==> src/design/raccel_pkg.sv <==
// Package for the rotary encoder decoder with step acceleration.
// Holds payload structs, code constants, the quadrature transition ROM and
// the step saturation helper. No dependencies.
package raccel_pkg;

   // Request word: one encoder tick or one apply command
   typedef struct packed {
      logic       func;
      logic [1:0] encoder_pins;
      logic [7:0] value;
      logic [7:0] upper_limit;
      logic [7:0] lower_limit;
   } req_payload_type;

   // Response word: one per request
   typedef struct packed {
      logic [7:0]        new_value;
      logic              changed;
      logic signed [7:0] step_count;
   } rsp_payload_type;

   // Request function codes
   localparam logic FUNC_TICK  = 1'b0;
   localparam logic FUNC_APPLY = 1'b1;

   // Step codes from the transition ROM, also used as the direction memory
   localparam logic [1:0] DIR_NONE = 2'd0;
   localparam logic [1:0] DIR_UP   = 2'd1;
   localparam logic [1:0] DIR_DOWN = 2'd2;

   // Control register indexes
   localparam logic [7:0] CSR_STEP_LIMIT      = 8'd0;
   localparam logic [7:0] CSR_ACCEL_INCREMENT = 8'd1;
   localparam logic [7:0] CSR_ACCEL_SHIFT     = 8'd2;
   localparam logic [7:0] CSR_DECAY_RELOAD    = 8'd3;

   // Control register reset values
   localparam logic [6:0] STEP_LIMIT_RESET      = 7'd100;
   localparam logic [7:0] ACCEL_INCREMENT_RESET = 8'd3;
   localparam logic [2:0] ACCEL_SHIFT_RESET     = 3'd1;
   localparam logic [7:0] DECAY_RELOAD_RESET    = 8'd175;

   localparam logic [7:0] ACCEL_MAX = 8'hFF;

   // Transition ROM: index {state, pins}; entry {next_state[2:0], code[1:0]}.
   // State 7 is unreachable and falls back to state 0 with no step.
   function automatic logic [4:0] quad_rom(input logic [4:0] idx);
      logic [4:0] entry;
      unique case (idx)
         5'd0:    entry = 5'h03;
         5'd1:    entry = 5'h07;
         5'd2:    entry = 5'h13;
         5'd3:    entry = 5'h03;
         5'd4:    entry = 5'h0B;
         5'd5:    entry = 5'h07;
         5'd6:    entry = 5'h03;
         5'd7:    entry = 5'h03;
         5'd8:    entry = 5'h0B;
         5'd9:    entry = 5'h07;
         5'd10:   entry = 5'h0F;
         5'd11:   entry = 5'h03;
         5'd12:   entry = 5'h0B;
         5'd13:   entry = 5'h03;
         5'd14:   entry = 5'h0F;
         5'd15:   entry = 5'h01;
         5'd16:   entry = 5'h17;
         5'd17:   entry = 5'h03;
         5'd18:   entry = 5'h13;
         5'd19:   entry = 5'h03;
         5'd20:   entry = 5'h17;
         5'd21:   entry = 5'h1B;
         5'd22:   entry = 5'h13;
         5'd23:   entry = 5'h03;
         5'd24:   entry = 5'h17;
         5'd25:   entry = 5'h1B;
         5'd26:   entry = 5'h03;
         5'd27:   entry = 5'h02;
         default: entry = 5'h03;
      endcase
      return entry;
   endfunction

   // Clamp a 10-bit signed sum to the signed 8-bit range
   function automatic logic [7:0] sat8(input logic signed [9:0] v);
      logic [7:0] r;
      if (v > 10'sd127) begin
         r = 8'h7F;
      end else if (v < -10'sd128) begin
         r = 8'h80;
      end else begin
         r = v[7:0];
      end
      return r;
   endfunction

endpackage

==> src/design/rotary_encoder_accel_decoder_core.sv <==
// Top level of the rotary encoder decoder with step acceleration.
// Depends on raccel_pkg for payload types, codes and the transition ROM.
//
// Accepts one request word per clock while the response side is not stalled,
// and returns one response word for each. A word first lands in an input
// register; the decode, acceleration and apply logic then updates the encoder
// state and fills the response register together, so the state loop closes
// every clock and sustains one word per cycle when the response side is not stalled.
// Control registers are written through the csr port (always ready) and must
// only change while no request is in flight.
module rotary_encoder_accel_decoder_core
   import raccel_pkg::*;
(
   input  logic            clock,
   input  logic            reset,
   // request channel
   input  logic            req_valid,
   output logic            req_ready,
   input  req_payload_type req_payload,
   // response channel
   output logic            rsp_valid,
   input  logic            rsp_ready,
   output rsp_payload_type rsp_payload,
   // control register writes
   input  logic            csr_valid,
   output logic            csr_ready,
   input  logic [7:0]      csr_index,
   input  logic [7:0]      csr_wdata
);

   // control registers
   logic [6:0] step_limit_ff;
   logic [7:0] accel_increment_ff;
   logic [2:0] accel_shift_ff;
   logic [7:0] decay_reload_ff;

   // input and output stage
   logic            in_valid_ff;
   req_payload_type in_data_ff;
   logic            out_valid_ff;
   rsp_payload_type out_data_ff;
   rsp_payload_type out_data_in;
   logic            advance;

   // decoder state
   logic [2:0] quad_state_ff, quad_state_in;
   logic [1:0] last_dir_ff, last_dir_in;
   logic [7:0] accel_ff, accel_in;
   logic [7:0] decay_ff, decay_in;
   logic [7:0] accum_ff, accum_in;

   assign csr_ready   = 1'b1;
   assign advance     = in_valid_ff && (!out_valid_ff || rsp_ready);
   assign req_ready   = !in_valid_ff || advance;
   assign rsp_valid   = out_valid_ff;
   assign rsp_payload = out_data_ff;

   // control register writes; unknown indexes are dropped
   always_ff @(posedge clock) begin
      if (reset) begin
         step_limit_ff      <= STEP_LIMIT_RESET;
         accel_increment_ff <= ACCEL_INCREMENT_RESET;
         accel_shift_ff     <= ACCEL_SHIFT_RESET;
         decay_reload_ff    <= DECAY_RELOAD_RESET;
      end else if (csr_valid) begin
         if (csr_index == CSR_STEP_LIMIT)      step_limit_ff      <= csr_wdata[6:0];
         if (csr_index == CSR_ACCEL_INCREMENT) accel_increment_ff <= csr_wdata;
         if (csr_index == CSR_ACCEL_SHIFT)     accel_shift_ff     <= csr_wdata[2:0];
         if (csr_index == CSR_DECAY_RELOAD)    decay_reload_ff    <= csr_wdata;
      end
   end

   // decode, acceleration and apply for the word in the input register
   always_comb begin
      logic [4:0]        entry;
      logic [1:0]        code;
      logic signed [9:0] steps;
      logic signed [9:0] limit;
      logic [8:0]        accel_sum;
      logic [7:0]        accel_bumped;
      logic [7:0]        accel_shifted;
      logic [6:0]        extra;
      logic signed [9:0] apply_sum;

      entry         = quad_rom({quad_state_ff, in_data_ff.encoder_pins});
      code          = entry[1:0];
      steps         = {{2{accum_ff[7]}}, accum_ff};
      limit         = $signed({3'b000, step_limit_ff});
      accel_sum     = {1'b0, accel_ff} + {1'b0, accel_increment_ff};
      accel_bumped  = (accel_ff == ACCEL_MAX) ? ACCEL_MAX :
                      (accel_sum[8] ? ACCEL_MAX : accel_sum[7:0]);
      accel_shifted = accel_bumped >> accel_shift_ff;
      extra         = accel_shifted[6:0];
      apply_sum     = steps + $signed({2'b00, in_data_ff.value});

      quad_state_in = quad_state_ff;
      last_dir_in   = last_dir_ff;
      accel_in      = accel_ff;
      decay_in      = decay_ff;
      accum_in      = accum_ff;

      out_data_in.new_value = in_data_ff.value;
      out_data_in.changed   = 1'b0;

      if (in_data_ff.func == FUNC_TICK) begin
         quad_state_in = entry[4:2];
         priority if (code == DIR_UP) begin
            if (last_dir_ff == DIR_UP && steps < limit) begin
               accel_in = accel_bumped;
               accum_in = sat8(steps + 10'sd1 + $signed({3'b000, extra}));
            end else begin
               accum_in    = 8'h01;
               last_dir_in = DIR_UP;
               accel_in    = '0;
            end
         end else if (code == DIR_DOWN) begin
            if (last_dir_ff == DIR_DOWN && steps > -limit) begin
               accel_in = accel_bumped;
               accum_in = sat8(steps - 10'sd1 - $signed({3'b000, extra}));
            end else begin
               accum_in    = 8'hFF;
               last_dir_in = DIR_DOWN;
               accel_in    = '0;
            end
         end else if (decay_ff != '0) begin
            decay_in = decay_ff - 8'd1;
         end else begin
            // idle interval elapsed: reload and bleed off acceleration
            decay_in = decay_reload_ff;
            if (accel_ff != '0) accel_in = accel_ff - 8'd1;
         end
      end else if (accum_ff != '0) begin
         // apply: add steps, clamp with the upper bound tested first
         accum_in            = '0;
         out_data_in.changed = 1'b1;
         priority if (apply_sum > $signed({2'b00, in_data_ff.upper_limit})) begin
            out_data_in.new_value = in_data_ff.upper_limit;
         end else if (apply_sum < $signed({2'b00, in_data_ff.lower_limit})) begin
            out_data_in.new_value = in_data_ff.lower_limit;
         end else begin
            out_data_in.new_value = apply_sum[7:0];
         end
      end

      out_data_in.step_count = $signed(accum_in);
   end

   // input stage
   always_ff @(posedge clock) begin
      if (reset) begin
         in_valid_ff <= 1'b0;
      end else if (req_ready) begin
         in_valid_ff <= req_valid;
      end
   end

   always_ff @(posedge clock) begin
      if (req_valid && req_ready) begin
         in_data_ff <= req_payload;
      end
   end

   // output stage and state update
   always_ff @(posedge clock) begin
      if (reset) begin
         out_valid_ff  <= 1'b0;
         quad_state_ff <= '0;
         last_dir_ff   <= DIR_NONE;
         accel_ff      <= '0;
         decay_ff      <= '0;
         accum_ff      <= '0;
      end else begin
         if (advance) begin
            out_valid_ff  <= 1'b1;
            quad_state_ff <= quad_state_in;
            last_dir_ff   <= last_dir_in;
            accel_ff      <= accel_in;
            decay_ff      <= decay_in;
            accum_ff      <= accum_in;
         end else if (rsp_ready) begin
            out_valid_ff <= 1'b0;
         end
      end
   end

   always_ff @(posedge clock) begin
      if (advance) begin
         out_data_ff <= out_data_in;
      end
   end

endmodule
==> config.mk <==
export PLATFORM = sky130hd
export DESIGN_NAME = rotary_encoder_accel_decoder_core
export DESIGN_NICKNAME = d
export VERILOG_FILES = /design/src/design/raccel_pkg.sv /design/src/design/rotary_encoder_accel_decoder_core.sv
export SDC_FILE = /design/constraint.sdc
export NUM_CORES = 1
export LEC_CHECK = 0
export ABC_AREA = 1
export BUFFER_PORTS_ARGS = -buffer_cell sky130_fd_sc_hd__buf_2
export CAP_MARGIN = 20
export CORE_ASPECT_RATIO = 0.5
export CORE_UTILIZATION = 61
export CTS_CLUSTER_DIAMETER = 40
export CTS_CLUSTER_SIZE = 40
export DETAILED_ROUTE_END_ITERATION = 8
export PLACE_DENSITY = 0.85
export SYNTH_ARGS = -nofsm -noshare
export SYNTH_HDL_FRONTEND = slang
export SYNTH_SLANG_ARGS = --single-unit
==> constraint.sdc <==
create_clock -name clock -period 6.31 [get_ports clock]
set_clock_uncertainty 0.2 [all_clocks]
set_input_delay 1.262 -clock clock [delete_from_list [all_inputs] [get_ports clock]]
set_output_delay 1.262 -clock clock [all_outputs]
set_load 0.02 [all_outputs]
==> results of run 1 <==
==> power groups by stage <==
| stage | Combinational (mW) | Sequential, mW | Clock (mW) |
|---|---|---|---|
| after detailed placement | 0.349 | 0.752 | 0 |
| after global routing | 0.407 | 0.740 | 0.580 |
| after floorplan | 0.248 | 0.753 | 0 |
| after CTS | 0.351 | 0.738 | 0.554 |
| final | 0.361 | 0.738 | 0.551 |
| after global placement | 0.336 | 0.751 | 0 |
==> worst max-delay path: stages (launching register included) <==
cell,delay [ps]
dfxtp_1,340
ha_1,230
fa_1,410
nand3_1,110
nand3_1,120
nand2_1,90
nand3_1,270
nor2_1,220
inv_1,90
o21ai_0,220
a21oi_1,100
a21oi_1,230
inv_1,70
ha_1,340
inv_1,190
nand3_1,130
nand2_1,110
nand2_1,60
o211ai_1,120
a21oi_1,120
nor2_1,340
nand3_1,130
nand2_1,90
nand2_1,50
nand2_1,80
inv_1,50
==> cell type report <==
class,instances,area [sq um]
Fill cell,923,3230
Sequential cell,101,2460
Clock buffer,12,262
Multi-Input combinational cell,735,4210
Inverter,152,572
Timing Repair Buffer,69,393
Tap cell,159,199
Clock inverter,4,28.8
==> state kept, by name, indices dropped and copies added, names as in the netlist <==
| signal | count |
|---|---|
| accel_ff | 8 |
| accel_increment_ff | 8 |
| accel_shift_ff | 3 |
| accum_ff | 8 |
| decay_ff | 8 |
| decay_reload_ff | 8 |
| in_data_ff | 27 |
| in_valid_ff | 1 |
| last_dir_ff | 2 |
| quad_state_ff | 3 |
| rsp_payload | 17 |
| rsp_valid | 1 |
| step_limit_ff | 7 |
==> final timing paths <==
| check | endpoint | from | slack (ps) | cells past startpoint |
|---|---|---|---|---|
| setup / recovery | rsp_payload[6] | accel_ff[0] | 1590 | 25 |
| hold / removal | last_dir_ff[0] | last_dir_ff[0] | 280 | 2 |
| setup reg to reg | rsp_payload[6] | accel_ff[0] | 1590 | 25 |
| hold reg to reg | last_dir_ff[0] | last_dir_ff[0] | 280 | 2 |
==> through the flow <==
step | cell area, sq um | std cells | utilization (%) | worst slack, ps | hold slack (ps)
final | 8130 | 1232 | 71.6 | 1590 | 283
after global routing | 8130 | 1232 | 71.6 | 1020 | 295
after CTS | 8100 | 1231 | 71.3 | 1650 | 277
after detailed placement | 7810 | 1215 | 68.8 | 1700 | 267
after global placement | 7780 | 1214 | 68.5 | 1810 | 251
after floorplan | 7350 | 1010 | - | 2240 | 241
==> cell usage after synthesis, types with 12 or more instances <==
cell      number
xor2_1        23
clkbuf_1      12
ha_1          73
a21oi_1       73
o21ai_0       74
nor2_1        76
o211ai_1      19
nand3_1       54
nor3_1        13
nand4_1       23
inv_1        146
nand2_1      242
edfxtp_1      44
dfxtp_1       57
==> layer usage <==
metal | GRT usage [%] | wire length (microns)
met3 | 5.70 | 1380
met5 | 0 | 0
met1 | 37.0 | 8040
met2 | 53.9 | 8410
met4 | 11.7 | 502
==> cells by family after synthesis <==
group | after synthesis | synth area share (%)
and+or+nand+nor | 428 | 25.0
AOI/OAI and AO/OA | 204 | 15.7
buffers and inverters | 174 | 9.23
DFF | 101 | 33.5
adders and majority gates | 77 | 13.5
xor gates and xnor gates | 25 | 2.98
other | 1 | 0.0510
==> out/metrics.yaml, run 1 <==
startpoint_type: "flop"
antenna_found_initial: 0
path_class: "reg -> reg"
grt_overflow: 0
htreeDepth: 3
clkLatencyLatePin_ps: 340
leakage_nw: 4.09
wirelength_microns: 18300
p_seq_share_pct: 44.7
hpwlAfterDp_microns: 13800
pwr-share-comb_pct: 21.9
cts_root_buffer: "clkbuf_16"
drt-vias-per-instance: 5.73
sw_frac_of_total_pct: 31.1
yosys-top-cells-area: "edfxtp_1 (18%), dfxtp_1 (16%), ha_1 (12%)"
clkPwrFrac_pct: 33.4
final_cell_mix: "nand2_1 (242), inv_1 (146), nor2_1 (76)"
grt_usage_pct: 30.5
synth_top_area_cell: "edfxtp_1"
grt_max_degree: 34
crit_arrival_ps: 4630
min_path_type: "reg -> reg"
layout_commonest_cell: "nand2_1"
async_flop_share_pct: 0
die_w_microns: 157
synth_top_cell_area_share_pct: 18.0
power.internal_mw: 1.14
setup_violations: 0
ys_types: 48
final_nets: 1193
timing.final.crit_share_pct: 74.9
finalPower_mw: 1.65
grt_first_pass_wirelength_microns: 30000
cts_resized: 0
ctsHoldBuffers: 0
worst_pin_slew_ps: 1020
coreArea_sq_um: 11400
cp.required_ps: 6210
syn-num-nets: 1135
max_freq_ghz: 0.212
postSynthCellCount: 1010
routedWlPerCell_microns: 14.9
syn_area_per_cell_sq_um: 7.28
drtPass1Iterations: 6
place_congestion: 0.916
clk_pin_slew_ps: 70
maxCapViolCount: 0
post-route-drc-count: 0
final_layout_size_suffix_gt1_share_pct: 9.88
clockBufferDepth: 2
pin_count: 68
antenna_left: 0
area_delta_synth_final_pct: 10.6
post_cts_buffers: 0
power_density_nw_per_um2: 203
slew_viol_final: 0
die_area_sq_um: 12500
ys_seq_elements: 101
hold_violations: 0
tns_ps: 0
diodes: 0
clock_sinks: 101
grt_pass1_vias: 6629
port_buffers: 66
synth-edff-count: 44
power_switching_mw: 0.512
vdd_drop_max_v: 0.000153
start_util_pct: 64.7
synthFlopType: "dfxtp_1"
drt-initial-drc-count: 546
fp-row-count: 27
status: "complete, no violations"
syn_area_sq_um: 7350
ys_seq_area_share_pct: 33.5
vias: 7060
finalCriticalPeriod_ps: 4720
cts_buffers: 9
cp_max_fo: 10
rsz0062_at_grt: "false"
die_y_microns: 79.6
relSlewSlack_pct: 32.1
setup.worst_path.end_class: "flop"
cts_tree: "yes"
ys_warn_count: 0
Note: power is estimated with default switching activity, not from simulation.
==> run 2, diff against run 1 <==
CORE_UTILIZATION = 55   (was 61)
PLACE_DENSITY = 0.81   (was 0.85)
clock period = 4.3 ns   (was 6.31 ns; I/O delays follow)
==> run 2 against run 1 <==
  * The flow now finishes with violations (DRC)
  * Critical path depth up 1
  * Wire length up 5.2%
  * Design area up 5.0%
  * Critical path type unchanged
  * Critical endpoint is now accum_ff[1]
  * Largest power group unchanged
==> out/metrics.yaml, run 2 (same netlist as run 1, synthesis figures left out) <==
seq_area_sq_um: 2470  # +0.15%
leakage_nw: 4.24  # +3.7%
grt_pass1_vias: 6611  # -0.27%
relSlewSlack_pct: 29.5  # -2.6 points
r2r_slack_ps: 220  # -1370 ps
htreeDepth: 3  # unchanged
fillers: 1089  # +18%
vdd_drop_max_v: 0.000174  # +14%
place_congestion: 0.944  # +3.0%
pwr-share-comb_pct: 22.7  # +0.8 points
grt_max_degree: 34  # unchanged
pin_count: 68  # unchanged
utilization_pct: 66.4  # -5.2 points
startpoint_type: "flop"
crit_arrival_ps: 4160  # -470 ps
die_w_microns: 165  # +5.2%
coreArea_sq_um: 12800  # +13%
die_y_microns: 83.7  # +5.2%
wirelength_microns: 19300  # +5.2%
r2r_cells: 26  # +4.0%
status: "finished with violations"
cts_tree: "yes"
clkPwrFrac_pct: 33.9  # +0.5 points
rr_startpoint: "accel_increment_ff[0]"
worst_pin_slew_ps: 1060  # +39.7 ps
clk_pin_slew_ps: 80  # about the same
maxCapViolCount: 0  # unchanged
clkLatencyLatePin_ps: 350  # about the same
multi_input_area_sq_um: 4410  # +4.8%
post-route-drc-count: 18  # +18
p_seq_share_pct: 43.4  # -1.3 points
hp-start: "last_dir_ff[0]"
violations: "DRC"
final_layout_size_suffix_gt1_share_pct: 16.3  # +6.5 points
hpwlAfterDp_microns: 14600  # +5.8%
setup_slack_ps: 218  # -1370 ps
max_freq_ghz: 0.245  # +16%
clock_sinks: 101  # unchanged
finalCriticalPeriod_ps: 4080  # -642 ps
area_delta_synth_final_pct: 16.1
reg2reg_to: "accum_ff[1]"
final_cell_mix: "nand2_1 (234), inv_1 (143), nor2_1 (72)"
grt_first_pass_wirelength_microns: 30800  # +2.7%
cts_root_buffer: "clkbuf_16"
power_switching_mw: 0.770  # +50%
clockBufferDepth: 2  # unchanged
final_nets: 1221  # +2.3%
grt_usage_pct: 28.2  # -2.3 points
drt-vias-per-instance: 5.59  # -2.4%
grt_overflow: 0  # unchanged
start_util_pct: 57.2  # -7.5 points
cts_buffers: 9  # unchanged
die_area_sq_um: 13900  # +11%
drtPass1Iterations: 7  # +1
layout_commonest_cell: "nand2_1"
hold_end: "last_dir_ff[0]"
setup.worst_path.end_class: "flop"
setup_violations: 0  # unchanged
antenna_found_initial: 0  # unchanged
slew_viol_final: 0  # unchanged
vias: 7110  # +0.71%
power_density_nw_per_um2: 290  # +43%
diodes: 0  # unchanged
sw_frac_of_total_pct: 31.1  # about the same
drt-initial-drc-count: 632  # +16%
rsz0062_at_grt: "true"
cp_max_fo: 6  # -4
power.internal_mw: 1.71  # +50%
cp.required_ps: 4380  # -1830 ps
antenna_left: 0  # unchanged
path_class: "reg -> reg"
hold_violations: 0  # unchanged
min_path_type: "reg -> reg"
fp-row-count: 29  # +7.4%
routedWlPerCell_microns: 15.2  # +2.0%
top_register: "in_data_ff"
timing.final.crit_share_pct: 94.9  # +20 points
port_buffers: 66  # unchanged
hold-path-cell-count: 2  # unchanged
largest_reg_flops: 27  # unchanged
tns_ps: 0  # unchanged
place_ws_ps: -46.8  # -1750 ps
## run 2: what timing repair did
item                                    CTS  global route
pin swaps                                 0            16
hold buffers                              0             0
buffers inserted                          0             4
endpoints found under the setup margin   14            19
resized for setup                         4            56
## run 2: critical path, cell delays in order, from the launching register on
cell and delay (ps):
dfxtp_2 340, ha_4 160, fa_2 380, nand3_2 100, nand3_4 80, a21oi_2 140
o21ai_2 60, xor2_1 170, nor2_2 230, nand2_1 110, nand2_1 80, nand2_1 60
a21oi_2 180, inv_2 70, ha_4 290, inv_4 50, a21oi_2 160, nand2_1 110
nand2_1 70, o211ai_1 130, o21bai_2 270, nor2_1 80, nor2_1 150, nand2_1 90
nand3_2 60, nand2_2 60, a21oi_2 130
## run 2: layout make-up
type | count | share of cell area [%]
clock inverter | 6 | 0.851
tap | 170 | 2.49
inverter | 152 | 6.73
timing repair buffer | 97 | 6.60
sequential | 101 | 28.9
multi-input combinational | 735 | 51.7
clock buffer | 10 | 2.68
## run 2: power groups by stage
| stage | logic [mW] | registers, mW | clock network (mW) |
|---|---|---|---|
| 3_5_place_dp | 0.530 | 1.10 | 0 |
| 6_report | 0.562 | 1.08 | 0.839 |
| 2_1_floorplan | 0.364 | 1.10 | 0 |
| 5_1_grt | 0.635 | 1.08 | 0.889 |
| 4_1_cts | 0.533 | 1.08 | 0.846 |
| 3_3_place_gp | 0.517 | 1.10 | 0 |
## run 2: layer usage
layer	wire [microns]	track usage, %	up-vias
li1	-	-	3551
met1	8510	35.5	3222
met2	8860	48.2	290
met3	1350	5.02	47
met4	565	10.1	0
met5	0	0	-
## run 2: worst max path at each step
stage / start / to / slack (ps) / cells past startpoint
after floorplan: accel_ff[0] / rsp_payload[4] / 230 / 25
after global placement: accel_increment_ff[0] / rsp_payload[5] / 100 / 24
after detailed placement: accel_increment_ff[0] / accum_ff[5] / -50 / 26
after CTS: accel_increment_ff[0] / accum_ff[5] / 50 / 26
after global routing: accel_increment_ff[0] / accum_ff[5] / -50 / 28
final: accel_increment_ff[0] / accum_ff[1] / 220 / 26
## run 2: through the flow
stage,power (mW),instance area (sq um),hold slack (ps),cells
5_1_grt,2.60,8530,302,1271
6_report,2.48,8530,266,1271
4_1_cts,2.45,8300,265,1267
3_3_place_gp,1.61,7990,254,1251
2_1_floorplan,1.47,7350,241,1010
3_5_place_dp,1.63,7990,255,1251
==> run 3, diff against run 2 <==
CORE_MARGIN = 2   (was unset)
==> run 3 against run 2 <==
  * The flow still finishes with violations (DRC)
  * Design area rose by 0.94%
  * Sequential share of layout area fell by 0.30 points
  * Sequential power barely moved
  * Maximum frequency fell by 1.8%
  * Wire length rose by 0.52%
  * Non-clock buffer count rose by 5
  * Critical path depth rose by 1
  * Count of clock-buffer cells in the layout did not move
  * Sequential cell count did not move
  * Global-route usage fell by 1.1 points
  * Power rose by 1.2%
  * Register-to-register slack got worse by 70 ps
  * Critical path type unchanged
  * Largest cell class unchanged
==> out/metrics.yaml, run 3 (same netlist as run 1, synthesis figures left out) <==
status: "finished with violations"
violations: "DRC"
die_y_microns: 85.7  # +2.4%
routedWlPerCell_microns: 15.2  # +0.12%
final_nets: 1226  # +0.41%
place_congestion: 0.953  # +0.99%
r2r_slack_ps: 140  # -70 ps
rsz0062_at_grt: "true"
vias: 7201  # +1.3%
die_area_sq_um: 14400  # +3.6%
clkPwrFrac_pct: 33.9  # about the same
grt_overflow: 0  # unchanged
relSlewSlack_pct: 33.1  # +3.6 points
cp.required_ps: 4210  # -170 ps
fp-row-count: 29  # unchanged
antenna_found_initial: 0  # unchanged
coreArea_sq_um: 12800  # unchanged
top_register: "in_data_ff"
maxCapViolCount: 0  # unchanged
multi_input_area_sq_um: 4410  # about the same
grt_usage_pct: 27.1  # -1.1 points
largest_reg_flops: 27  # unchanged
die_w_microns: 167  # +1.2%
clk_pin_slew_ps: 70  # about the same
timing.final.crit_share_pct: 96.7  # +1.7 points
vdd_drop_max_v: 0.000176  # +1.1%
diodes: 0  # unchanged
p_seq_share_pct: 42.9  # -0.5 points
port_buffers: 66  # unchanged
hold_violations: 0  # unchanged
min_path_type: "reg -> reg"
layout_commonest_cell: "nand2_1"
max_freq_ghz: 0.241  # -1.8%
cts_root_buffer: "clkbuf_16"
wirelength_microns: 19400  # +0.52%
drt-initial-drc-count: 794  # +26%
slew_viol_final: 0  # unchanged
crit_top_cell: "nand2_1"
sw_frac_of_total_pct: 31.2  # +0.10 points
cp_max_fo: 5  # -1
antenna_left: 0  # unchanged
power_switching_mw: 0.782  # +1.6%
leakage_nw: 4.28  # +1.1%
pin_count: 68  # unchanged
finalCriticalPeriod_ps: 4160  # +74.5 ps
rr_startpoint: "accel_increment_ff[0]"
critPathSlowestCell: "fa_2"
start_util_pct: 57.2  # unchanged
clkLatencyLatePin_ps: 350  # about the same
ctsHoldBuffers: 0  # unchanged
startpoint_type: "flop"
drtPass1Iterations: 7  # unchanged
hp-start: "last_dir_ff[0]"
clockBufferDepth: 2  # unchanged
post-route-drc-count: 9  # -9
cts_buffers: 9  # unchanged
final_cell_mix: "nand2_1 (233), inv_1 (145), nor2_1 (71)"
fillers: 1062  # -2.5%
power_density_nw_per_um2: 291  # +0.29%
worst_pin_slew_ps: 1000  # -53.8 ps
power.internal_mw: 1.73  # +1.1%
grt_pass1_vias: 6718  # +1.6%
slowest_delay_ps: 350  # -30 ps
grt_first_pass_wirelength_microns: 31300  # +1.5%
final_layout_size_suffix_gt1_share_pct: 16.5  # +0.20 points
hpwlAfterDp_microns: 14500  # -0.88%
drt-vias-per-instance: 5.64  # +0.88%
grt_max_degree: 34  # unchanged
cts_tree: "yes"
startpoint: "accel_increment_ff[0]"
pwr-share-comb_pct: 23.2  # +0.5 points
utilization_pct: 67.0  # +0.62 points
setup_violations: 0  # unchanged
crit_arrival_ps: 4070  # -90 ps
area_delta_synth_final_pct: 17.1
clock_sinks: 101  # unchanged
htreeDepth: 3  # unchanged
seq_area_sq_um: 2460  # -0.10%
path_class: "reg -> reg"
setup.worst_path.end_class: "flop"
tns_ps: 0  # unchanged
==> run 3: cell count changes in the layout (fill, tap and decap cells not counted), sizes merged <==
| cell | change |
|---|---|
| clkinv | +2 |
| clkinvlp | -3 |
| buf | +5 |
| inv | +1 |
==> run 3: power groups by stage <==
stage / Sequential [mW] / Combinational (mW) / Clock, mW
6_report: 1.08 / 0.581 / 0.850
5_1_grt: 1.08 / 0.650 / 0.899
4_1_cts: 1.08 / 0.546 / 0.861
3_5_place_dp: 1.10 / 0.537 / 0
3_3_place_gp: 1.09 / 0.516 / 0
2_1_floorplan: 1.10 / 0.364 / 0
==> run 3: layer usage <==
metal / vias up / part of all wire (%) / GRT usage, %
met5: - / 0 / 0
met4: 0 / 2.6 / 10.4
met3: 40 / 6.7 / 4.80
met1: 3296 / 44 / 34.7
li1: 3553 / - / -
met2: 312 / 47 / 46.7
==> run 3: layout make-up <==
cell class / instances / share of cell area (%)
Clock inverter: 6 / 0.945
Sequential cell: 101 / 28.6
Inverter: 152 / 6.67
Timing Repair Buffer: 102 / 7.44
Multi-Input combinational cell: 735 / 51.2
Tap cell: 170 / 2.47
Clock buffer: 10 / 2.66
==> run 3: critical path, delay by kind of cell, from the launching register on <==
kind                     cells  cell delay (ps)
buffers and inverters        4              350
adder cells (fa/ha/maj)      3              850
AO/OA/AOI/OAI                5              690
flip-flops                   1              330
AND/OR/NAND/NOR             14             1300
XOR/XNOR                     1              190
==> run 3: path summary, 6_finish.rpt <==
path | to | cells past startpoint
min reg2reg | last_dir_ff[0] | 2
max | rsp_payload[6] | 27
max reg2reg | rsp_payload[6] | 27
min | last_dir_ff[0] | 2
==> run 3: per-stage QoR <==
step           instances  hold WS, ps  total power [mW]  area [sq um]  setup slack (ps)
6_report            1276          280              2.51          8610               144
3_5_place_dp        1254          269              1.63          8030             -87.1
4_1_cts             1271          281              2.48          8360              17.6
3_3_place_gp        1253          247              1.61          8000              45.3
5_1_grt             1276          300              2.63          8610             -56.5
2_1_floorplan       1010          241              1.47          7350               229
==> run 3: what timing repair did <==
| item | CTS | global route |
|---|---|---|
| endpoints found under the setup margin | 14 | 18 |
| resized for setup | 7 | 50 |
| setup buffers | 1 | 4 |
| pin swaps | 1 | 12 |
